===== config.mk =====
export PLATFORM = sky130hd
export DESIGN_NAME = swkc_queue
export DESIGN_NICKNAME = d
export VERILOG_FILES = /design/src/sv/swkc_pkg.sv /design/src/sv/swkc_queue.sv
export SDC_FILE = /design/constraint.sdc
export NUM_CORES = 1
export LEC_CHECK = 0
export BUFFER_PORTS_ARGS = -buffer_cell sky130_fd_sc_hd__buf_4
export CAP_MARGIN = 20
export CORE_MARGIN = 4
export CORE_UTILIZATION = 25
export DETAILED_ROUTE_END_ITERATION = 8
export PLACE_DENSITY = 0.43
export SLEW_MARGIN = 40
export SYNTH_ARGS = -nofsm -noshare
export SYNTH_HDL_FRONTEND = slang
export SYNTH_SLANG_ARGS = --single-unit

===== constraint.sdc =====
create_clock -name clock -period 4.46 [get_ports clock]
set_clock_uncertainty 0.1 [all_clocks]
set_input_delay 0.892 -clock clock [delete_from_list [all_inputs] [get_ports clock]]
set_output_delay 0.892 -clock clock [all_outputs]
set_load 0.02 [all_outputs]

===== src/sv/swkc_pkg.sv =====
// Shared types and constants for the sliding window key counter.
// Used by every module of the block; depends on nothing else.
package swkc_pkg;

   // Fixed field widths of the two channels and the control register.
   localparam int KEY_W     = 14;
   localparam int COUNT_W   = 15;
   localparam int WINDOW_W  = 15;

   // The count table covers every value a key field can take.
   localparam int KEY_SPACE = 1 << KEY_W;

   // Default ring depth, and the control register value after reset.
   localparam int MAX_WINDOW_DEFAULT = 16384;
   localparam logic [WINDOW_W-1:0] WINDOW_RESET = WINDOW_W'(16384);

   // Depth of the command queue between the front and the back.
   localparam int QUEUE_DEPTH = 2;
   localparam int QUEUE_PTR_W = 1;

   typedef enum logic {
      OP_INSERT = 1'b0,
      OP_QUERY  = 1'b1
   } op_type;

   // One classified command as handed from the front to the back.
   typedef struct packed {
      op_type           op;
      logic [KEY_W-1:0] key;
      logic             evicted;
      logic [KEY_W-1:0] evicted_key;
   } cmd_type;

endpackage


===== src/sv/swkc_queue.sv =====
// Short command queue between the front and the back of the key counter.
// Depends on swkc_pkg for the command type and the queue depth.
module swkc_queue (
   input  logic              clock,
   input  logic              reset,
   input  logic              push,
   input  swkc_pkg::cmd_type push_data,
   output logic              full,
   input  logic              pop,
   output swkc_pkg::cmd_type pop_data,
   output logic              empty
);

   localparam int DEPTH = swkc_pkg::QUEUE_DEPTH;
   localparam int PTR_W = swkc_pkg::QUEUE_PTR_W;
   localparam int CNT_W = $clog2(DEPTH + 1);

   swkc_pkg::cmd_type entry_ff [DEPTH];
   logic [PTR_W-1:0]  wr_ptr_ff, wr_ptr_in;
   logic [PTR_W-1:0]  rd_ptr_ff, rd_ptr_in;
   logic [CNT_W-1:0]  fill_ff, fill_in;
   logic              do_push;
   logic              do_pop;

   assign full     = (fill_ff == CNT_W'(DEPTH));
   assign empty    = (fill_ff == '0);
   assign do_push  = push && !full;
   assign do_pop   = pop && !empty;
   assign pop_data = entry_ff[rd_ptr_ff];

   always_comb begin
      wr_ptr_in = wr_ptr_ff;
      rd_ptr_in = rd_ptr_ff;
      fill_in   = fill_ff;
      if (do_push) begin
         wr_ptr_in = (wr_ptr_ff == PTR_W'(DEPTH - 1)) ? '0 : wr_ptr_ff + PTR_W'(1);
      end
      if (do_pop) begin
         rd_ptr_in = (rd_ptr_ff == PTR_W'(DEPTH - 1)) ? '0 : rd_ptr_ff + PTR_W'(1);
      end
      if (do_push && !do_pop) begin
         fill_in = fill_ff + CNT_W'(1);
      end else if (do_pop && !do_push) begin
         fill_in = fill_ff - CNT_W'(1);
      end
   end

   always_ff @(posedge clock) begin
      if (do_push) begin
         entry_ff[wr_ptr_ff] <= push_data;
      end
   end

   always_ff @(posedge clock) begin
      if (reset) begin
         wr_ptr_ff <= '0;
         rd_ptr_ff <= '0;
         fill_ff   <= '0;
      end else begin
         wr_ptr_ff <= wr_ptr_in;
         rd_ptr_ff <= rd_ptr_in;
         fill_ff   <= fill_in;
      end
   end

endmodule


=== Yosys cells after proc, flatten, opt, wreduce, memory -nomap -nowiden ===
Memories as Yosys holds them, arrays and structs flattened. A register that Yosys moved wholly into a read port is not among the register bits.
Cells that the tools add are included.

* Flip-flop bits (word level): 4
* Input bits: 34
* Output and inout port bits: 32
* Memory bits (writable): 60
* Memories: 1
* Word-level logic and storage cells: 27

* Mux-type cells: 8
* $add $sub $neg: 4
* Eq/ne operators: 1
* Reduce and logical (&&, ||, !) cells: 10

{| class="wikitable"
|+ Memories
! name !! depth !! width !! rd ports !! clocked after Yosys merged registers in !! wr ports !! RTL line !! source
|-
| entry_ff || 2 || 30 || 1 || 1 || 1 || swkc_queue.sv:18 || <nowiki>swkc_pkg::cmd_type entry_ff [DEPTH];</nowiki>
|}

{| class="wikitable"
|+ Operators by type and width
! cell !! count
|-
| $mux W1 || 6
|-
| $logic_and A1 B1 Y1 || 4
|-
| $logic_not A1 Y1 || 4
|-
| $mux W2 || 2
|-
| $add A1 B1 Y1 const B || 2
|-
| $add A2 B1 Y2 const B || 1
|-
| $eq A2 B2 Y1 const B || 1
|-
| $logic_not A2 Y1 || 1
|-
| $reduce_bool A2 Y1 || 1
|-
| $sub A2 B1 Y2 const B || 1
|}

=== Depth between registers and ports, before layout ===
Gate-level depths: netlist (run 1).

* Depth after elaboration: 7
* Depth in mapped cells: 6
* Mapped depth without buffers: 6

=== Worst setup path after synthesis (run 1) ===
Ideal clock, no wire load.

* Path type: input-to-reg
* Start point: input port push
* End point: memory entry_ff[0][0] (netlist bit) (enable)
* Stages: 3
* Path buffers: 0
* Library setup time: 0.385 ns
* Data arrival time: 1.893 ns
* Path slack: 2.082 ns
* Required time: 3.975 ns
* Path through: inv_1 -> or3_1 -> inv_1

* Cells in the longest elaborated chain, start to end: 3

{| class="wikitable"
|+ Ends and longest elaborated chain
! element !! RTL line !! source
|-
| from (decl) || swkc_queue.sv:6 || <nowiki>input logic push,</nowiki>
|-
| $logic_and A1 B1 Y1 || swkc_queue.sv:27 || <nowiki>assign do_push = push && !full;</nowiki>
|-
| $mux W1 || swkc_queue.sv:49 || <nowiki>if (do_push) begin</nowiki>
|-
| $mux W1 (implied by the code) || swkc_queue.sv:50 || <nowiki>entry_ff[wr_ptr_ff] <= push_data;</nowiki>
|-
| to (decl) || swkc_queue.sv:18 ||
|}

Every way passes these cells.

==> results of run 1 <==
[worst paths after layout]
path	startpoint	endpoint	slack, ps	cells after the start
worst min register to register	wr_ptr_ff$_SDFFE_PP0P_	wr_ptr_ff$_SDFFE_PP0P_	390	2
worst min-delay path	wr_ptr_ff$_SDFFE_PP0P_	wr_ptr_ff$_SDFFE_PP0P_	390	2
worst max register to register	fill_ff[0]$_SDFFE_PP0P_	entry_ff[0][16]$_DFFE_PP_	2560	3
worst max-delay path	flop	pop_data[13]	1810	3
[where the power goes]
group          switching (mW)  internal [mW]  total (mW)
Clock                   0.199          0.190       0.389
Sequential             0.0300          0.769       0.799
Combinational           0.316          0.259       0.575
[stage by stage]
step | util (%) | worst slack, ps | power, mW
CTS | 34.3 | 1750 | 1.80
floorplan | - | 2080 | 1.16
global route | 34.3 | 1720 | 1.86
detailed placement | 32.7 | 2020 | 1.40
global placement | 32.7 | 1660 | 1.38
finish | 34.3 | 1810 | 1.76
[area by class of cell]
type                       count  share of cell area [%]
sequential                    65                    60.0
timing repair buffer          67                    15.9
multi-input combinational     48                    14.1
tap                          129                    5.09
clock buffer                   9                    3.91
clock inverter                 6                   0.828
inverter                       2                   0.237
[metal layers]
metal  global-route usage, %  up-vias  share of wire [%]
met5                       0        -                  0
met4                    4.22        0                1.1
met3                    3.25        7                6.1
met1                    8.92      635                 37
li1                        -      602                  -
met2                    16.5       38                 56
[worst max-delay path, delay by kind of cell (launching register included)]
family                 cells  cell delay, ps
flip-flops                 1             390
buffers and inverters      2             540
multiplexers               1             400
[logic make-up after synthesis]
group                    count (synthesis)  synth area share, %
AO/OA/AOI/OAI                            5                 1.05
multiplexers                            30                 14.2
XOR/XNOR                                 3                 1.11
flip-flops                              65                 80.2
adder cells (fa/ha/maj)                  1                0.527
AND/OR/NAND/NOR                          9                 1.95
buffers and inverters                    5                0.949
[flip-flops by register name, indices dropped and copies added (netlist names), named ones only]
register	count
wr_ptr_ff	1
fill_ff	2
rd_ptr_ff	1
entry_ff	60
[placed cells by master, fill, tap and decap left out, types with 2 or more instances in the layout]
cell type / n
clkinv_2: 3
clkbuf_8: 9
a21oi_1: 2
or3_1: 2
dfxtp_1: 5
mux2_2: 30
buf_4: 67
xor2_1: 3
o21ai_0: 3
clkinv_1: 3
nor2_1: 5
edfxtp_1: 60
==> reports/metrics.cfg, run 1 <==
[outcome]
status = complete, no violations

[cts]
numCtsBuffers = 9
root_buffer = clkbuf_8
cts-resized-gates = 0
cts_tree = done
clockBufferDepth = 2
clk_pin_slew_ps = 60
numClockSinks = 65
worstSkewPairLatency_ps = 320
cts_setup_buffers = 0
h-tree-depth = 3
cts_hold_buf = 0

[worst_setup_path]
required_ps = 3470
crit_chain = buf_4 -> mux2_2 -> buf_4
worstPathArrival_ps = 1660
crit_path_frequent_cell = buf_4
worstSetupPathType = flop to output port
slowest_delay_ps = 400
cp-end-kind = output port
critPathSlowestCell = mux2_2
critPathMaxFanout = 27
setup.worst_path.start_class = flop

[timing]
period_needed_ps = 2650
maxSlewViolCount = 0
relSlewSlack_pct = 54.6
worstMarginPinSlew_ps = 680
timing.fmax_mhz = 377
whs_ps = 385
fin_tns_setup_ps = 0
setup_violations = 0
timing.final.crit_share_pct = 59.4
hold_viol = 0
rsz0062_at_grt = false

[cells_and_area]
nets = 228
fill_cells = 929
n_antenna_cell = 0
syn_to_final_growth_pct = 33.7
multi_input_area_um2 = 448
final_area_um2 = 3170
seq_area_um2 = 1900
final_cell_count_no_fill = 326
drive_above_1_share_pct = 56.3

[placed_design]
dp_hpwl_um = 3300
gp_congestion = 0.733
io_buffers = 65
dp.cells = 311
dpl_cell_area_um2 = 3020

[global_route]
grtUsageTotal_pct = 8.99
grt_overflow = 0
grt_max_degree = 31
grt_pass1_wl_um = 7470
grt_pass1_vias = 1456
antenna_found_initial = 0

[logic_synthesis]
synth_enable_flop_cells = 60
synth-seq-cells = 65
postSynth.asyncResetShare_pct = 0
netlist_area_um2 = 2370
netlist_top_cells_area = edfxtp_1 (76%), mux2_2 (14%), dfxtp_1 (4.2%)
synth_nets = 153
netlist.area_leader.share_pct = 75.9
synthTopCellsByCount = edfxtp_1 (60), mux2_2 (30), dfxtp_1 (5), nor2_1 (5)
yosysTopAreaCell = edfxtp_1
synth.most_common_cell = edfxtp_1
ys.flop_type = edfxtp_1
yosys_warnings = 0
seq_area_frac_synth_pct = 80.2
ys_types = 13
netlist_instances = 118
avgSynthCellArea_um2 = 20.1

[drt]
drtIter0Drc = 51
viasPerCell = 3.93
drt_wl_total_um = 4920
firstDrtPassIters = 3
ant_nets = 0
drc = 0
wire_per_inst_um = 15.1
vias = 1282

[floorplan]
ios = 66
rows = 35
core_um2 = 9240
die_h_um = 105
die-area_um2 = 11100
start_util_pct = 25.7
die_w_um = 105

[run]
maxCapViolCount = 0

[pwr]
p_leak_nw = 1.17
vdd_drop_max_mv = 0.304
p_per_area_nw_per_um2 = 556

[worst_hold_path]
hp-class = flop to flop

No activity file was read; power rests on OpenSTA's default activity.
==> run 2: changes to the inputs <==
--- a/config.mk
+++ b/config.mk
@@ -10,7 +10,7 @@
 export CORE_MARGIN = 4
 export CORE_UTILIZATION = 25
 export DETAILED_ROUTE_END_ITERATION = 8
-export PLACE_DENSITY = 0.43
+export PLACE_DENSITY = 0.45
 export SLEW_MARGIN = 40
 export SYNTH_ARGS = -nofsm -noshare
 export SYNTH_HDL_FRONTEND = slang
==> constraint.sdc (replaced) <==
create_clock -name clock -period 2.18 [get_ports clock]
set_clock_uncertainty 0.1 [all_clocks]
set_input_delay 0.436 -clock clock [delete_from_list [all_inputs] [get_ports clock]]
set_output_delay 0.436 -clock clock [all_outputs]
set_load 0.02 [all_outputs]
==> run 2 against run 1 <==
Effect of this change:
- sequential power grew 100%
- critical endpoint is now pop_data[10]
- largest cell class unchanged
- wire length shrank 5.5%
- setup slack lost 1700 ps
- power grew 130%
- final cell count grew 1.5%
- utilization grew 1.3 points
==> reports/metrics.cfg, run 2 (synthesized netlist as in run 1, its figures left out) <==
[global_route]
grt_max_degree = 23
met2_usage_pct = 14.3
met3_usage_pct = 4.65
grt-busiest-layer = met2
grtUsageTotal_pct = 8.78
grt_pass1_wl_um = 7160
grt_pass1_vias = 1386
grt_overflow = 0
gr-usage-met1_pct = 9.56
antenna_found_initial = 0

[placed_design]
io_buffers = 65
dp.cells = 315
dp_hpwl_um = 3180
dp_slack_ps = 409
gp_congestion = 0.649

[floorplan]
die_h_um = 105
ios = 66
start_util_pct = 25.7
core_um2 = 9240
die_w_um = 105
die-area_um2 = 11100
rows = 35

[drt]
drc = 0
drt_wl_total_um = 4650
firstDrtPassIters = 3
drtIter0Drc = 31
vias = 1273
viasPerCell = 3.85
wire_per_inst_um = 14.0
ant_nets = 0

[worst_hold_path]
hp-class = primary input to flop
whs_path_depth = 1
hold_end = entry_ff[1][25]$_DFFE_PP_
hold_path_startpoint = push_data[25]

[cts]
numCtsBuffers = 9
cts_tree = done
h-tree-depth = 3
clk_pin_slew_ps = 70
cts_hold_buf = 0
cts_setup_buffers = 0
clockBufferDepth = 2
cts-resized-gates = 0
worstSkewPairLatency_ps = 330
numClockSinks = 65
root_buffer = clkbuf_8

[timing]
timing.final.crit_share_pct = 94.4
timing.fmax_mhz = 486
relSlewSlack_pct = 78.2
hold_viol = 0
rsz0062_at_grt = false
fin_tns_setup_ps = 0
worstMarginPinSlew_ps = 324
finalWorstSetupSlack_ps = 121
period_needed_ps = 2060
maxSlewViolCount = 0
setup_violations = 0

[cells_and_area]
largest_register_ff_count = 60
final_cell_count_no_fill = 331
top_register = entry_ff
drive_above_1_share_pct = 57.9
final_cell_mix = buf_4 (71), edfxtp_1 (60), mux2_2 (30)
fin_util_pct = 35.7
syn_to_final_growth_pct = 38.9
top_regs = entry_ff: 60 flops, fill_ff: 2 flops
multi_input_area_um2 = 448
fill_cells = 907
final_common_cell = buf_4
nets = 232
n_antenna_cell = 0
seq_area_um2 = 1900

[pwr]
netSwitchingFraction_pct = 28.7
pwr-share-clk_pct = 30.2
vdd_drop_max_mv = 0.503
pwr-share-seq_pct = 40.1
power_mw = 4.04
p_leak_nw = 1.23
power.switching_mw = 1.16
p_per_area_nw_per_um2 = 1230
combPwrFrac_pct = 29.6
p_int_mw = 2.88

[worst_setup_path]
ff2ff_setup_slack_ps = 510
reg2regPathDepth = 4
reg2reg_to = entry_ff[0][9]$_DFFE_PP_
reg2reg_from = fill_ff[1]$_SDFFE_PP0P_
critPathMaxFanout = 22
worstSetupPathType = flop to output port
cp-end-kind = output port
worstPathArrival_ps = 1520
setup.worst_path.start_class = flop
required_ps = 1640

[run]
maxCapViolCount = 0

[outcome]
status = complete, no violations

## run 2: area by class of cell
cell class / instances / area share, %
Inverter: 2 / 0.228
Clock buffer: 9 / 3.76
Multi-Input combinational cell: 48 / 13.6
Tap cell: 129 / 4.90
Sequential cell: 65 / 57.7
Timing Repair Buffer: 71 / 16.2
Clock inverter: 7 / 3.61
## run 2: routing by layer
layer | vias up | share of wire [%]
li1 | 610 | -
met2 | 45 | 50
met3 | 7 | 7.0
met5 | - | 0
met1 | 611 | 41
met4 | 0 | 1.7
## run 2: stage by stage
stage	instance area (µm²)	hold slack, ps
after floorplan	2370	352
after global placement	3050	377
after detailed placement	3050	377
after CTS	3290	157
after global routing	3290	152
final	3290	182
## run 2: worst max path at each step
stage | from | endpoint | slack, ps
global placement | push | entry_ff[0][14]$_DFFE_PP_ | 430
floorplan | fill_ff[1]$_SDFFE_PP0P_ | entry_ff[0][0]$_DFFE_PP_ | 240
global route | flop | pop_data[10] | 30
detailed placement | push | entry_ff[0][7]$_DFFE_PP_ | 410
CTS | flop | pop_data[10] | 70
finish | flop | pop_data[10] | 120
## run 2: power groups by stage
| stage | sequential (mW) | clock (mW) | combinational (mW) |
|---|---|---|---|
| CTS | 1.63 | 1.27 | 1.23 |
| global placement | 1.65 | 0 | 1.23 |
| detailed placement | 1.65 | 0 | 1.23 |
| global route | 1.64 | 1.32 | 1.29 |
| finish | 1.62 | 1.22 | 1.20 |
| floorplan | 1.64 | 0 | 0.726 |
## run 2: critical path: stages, from the launching register on
cell and delay [ps]:
dfxtp_1 330, buf_4 300, mux2_2 390, buf_4 160
==> run 3: changes to the inputs <==
==> constraint.sdc (replaced) <==
create_clock -name clock -period 2.18 [get_ports clock]
set_clock_uncertainty 0.1 [all_clocks]
set_input_delay 0.545 -clock clock [delete_from_list [all_inputs] [get_ports clock]]
set_output_delay 0.545 -clock clock [all_outputs]
set_load 0.02 [all_outputs]
==> run 3 against run 2 <==
Effect of this change:
- count of clock-buffer cells in the layout is 1 higher
- final cell count stayed put
- wire length is 2.2% higher
- final area is 0.61% lower
- register-to-register slack hardly changed
- critical path depth stayed put
- setup slack worse by 14 ps
- first-iteration DRC count is 23% higher
==> reports/metrics.cfg, run 3 (synthesized netlist as in run 1, its figures left out) <==
[outcome]
status = complete, no violations

[timing]
period_needed_ps = 2070
worstMarginPinSlew_ps = 290
maxSlewViolCount = 0
fin_tns_setup_ps = 0
whs_ps = 296
relSlewSlack_pct = 80.4
hold_viol = 0
setup_violations = 0
timing.fmax_mhz = 483
timing.final.crit_share_pct = 95.1
rsz0062_at_grt = false

[cts]
root_buffer = clkbuf_8
numClockSinks = 65
cts_tree = done
clk_pin_slew_ps = 70
numCtsBuffers = 9
worstSkewPairLatency_ps = 320
cts_hold_buf = 0
cts_setup_buffers = 0
h-tree-depth = 3
clockBufferDepth = 2
cts-resized-gates = 0

[global_route]
grt_pass1_vias = 1382
grt_pass1_wl_um = 7220
grt_overflow = 0
grtUsageTotal_pct = 8.87
antenna_found_initial = 0
grt_max_degree = 22

[cells_and_area]
drive_above_1_share_pct = 56.9
nets = 232
seq_area_um2 = 1900
largest_register_ff_count = 60
final_common_cell = buf_4
top_register = entry_ff
n_antenna_cell = 0
multi_input_area_um2 = 448
top_regs = entry_ff: 60 flops, fill_ff: 2 flops
fill_cells = 904
final_cell_mix = buf_4 (70), edfxtp_1 (60), mux2_2 (30)
syn_to_final_growth_pct = 38.0

[drt]
drtIter0Drc = 38
vias = 1298
ant_nets = 0
viasPerCell = 3.92
drt_wl_total_um = 4750
wire_per_inst_um = 14.4
drc = 0
firstDrtPassIters = 3

[worst_setup_path]
critPathMaxFanout = 21
reg2regPathDepth = 5
critPathSlowestCell = dfxtp_1
setup.worst_path.start_class = flop
cp-end-kind = output port
worstSetupPathType = flop to output port
required_ps = 1530
worstPathArrival_ps = 1430
crit_chain = buf_12 -> mux2_2 -> buf_4
slowest_delay_ps = 380

[placed_design]
dp_hpwl_um = 3260
gp_congestion = 0.657
io_buffers = 65

[pwr]
pwr-share-clk_pct = 27.4
netSwitchingFraction_pct = 29.1
p_int_mw = 2.78
p_leak_nw = 1.21
power.switching_mw = 1.14
combPwrFrac_pct = 31.1
pwr-share-seq_pct = 41.5
vdd_drop_max_mv = 0.453
p_per_area_nw_per_um2 = 1200

[worst_hold_path]
hp-class = primary input to flop
whs_path_depth = 1

[floorplan]
rows = 35
die_h_um = 105
die_w_um = 105
start_util_pct = 25.7
ios = 66
core_um2 = 9240
die-area_um2 = 11100

[run]
maxCapViolCount = 0

[run 3: cell types whose count changed in the layout (fill, tap and decap cells not counted), sizes merged]
| cell | delta |
|---|---|
| bufinv | -1 |
| clkbuf | +1 |
| clkinv | -1 |
| clkinvlp | +1 |
[run 3: metrics by stage]
step	power, mW	setup slack [ps]	instance area (µm²)	std cells	utilization, %
3_3_place_gp	2.90	380	3060	315	33.2
4_1_cts	4.01	63.0	3270	331	35.4
2_1_floorplan	2.37	149	2370	118	-
5_1_grt	4.14	17.5	3270	331	35.4
3_5_place_dp	2.91	373	3060	315	33.2
6_report	3.92	107	3270	331	35.4
[run 3: critical path, delay by kind of cell (launching register included)]
kind	cells	cell delay, ps
buffers and inverters	2	350
flip-flops	1	380
multiplexers	1	370
[run 3: cell type report]
| type | instances | share of cell area, % |
|---|---|---|
| Inverter | 2 | 0.229 |
| Clock buffer | 10 | 3.90 |
| Tap cell | 129 | 4.93 |
| Clock inverter | 6 | 2.52 |
| Timing Repair Buffer | 71 | 16.7 |
| Sequential cell | 65 | 58.1 |
| Multi-Input combinational cell | 48 | 13.7 |
[run 3: path summary, 6_finish.rpt]
check	start	endpoint	slack, ps
max	flop	pop_data[9]	110
min	push_data[6]	entry_ff[1][6]$_DFFE_PP_	300
max reg2reg	fill_ff[1]$_SDFFE_PP0P_	fill_ff[1]$_SDFFE_PP0P_	520
min reg2reg	wr_ptr_ff$_SDFFE_PP0P_	wr_ptr_ff$_SDFFE_PP0P_	390
[run 3: power by group through the flow]
stage	Sequential (mW)	Clock, mW	Combinational [mW]
after floorplan	1.64	0	0.726
after global placement	1.65	0	1.25
after detailed placement	1.66	0	1.25
after CTS	1.63	1.12	1.25
after global routing	1.65	1.18	1.31
final	1.63	1.07	1.22
[run 3: layer usage]
layer | GRT usage (%) | part of all wire, %
met2 | 13.8 | 50
met3 | 3.31 | 5.6
met1 | 10.5 | 43
met5 | 0 | 0
met4 | 5.06 | 1.5
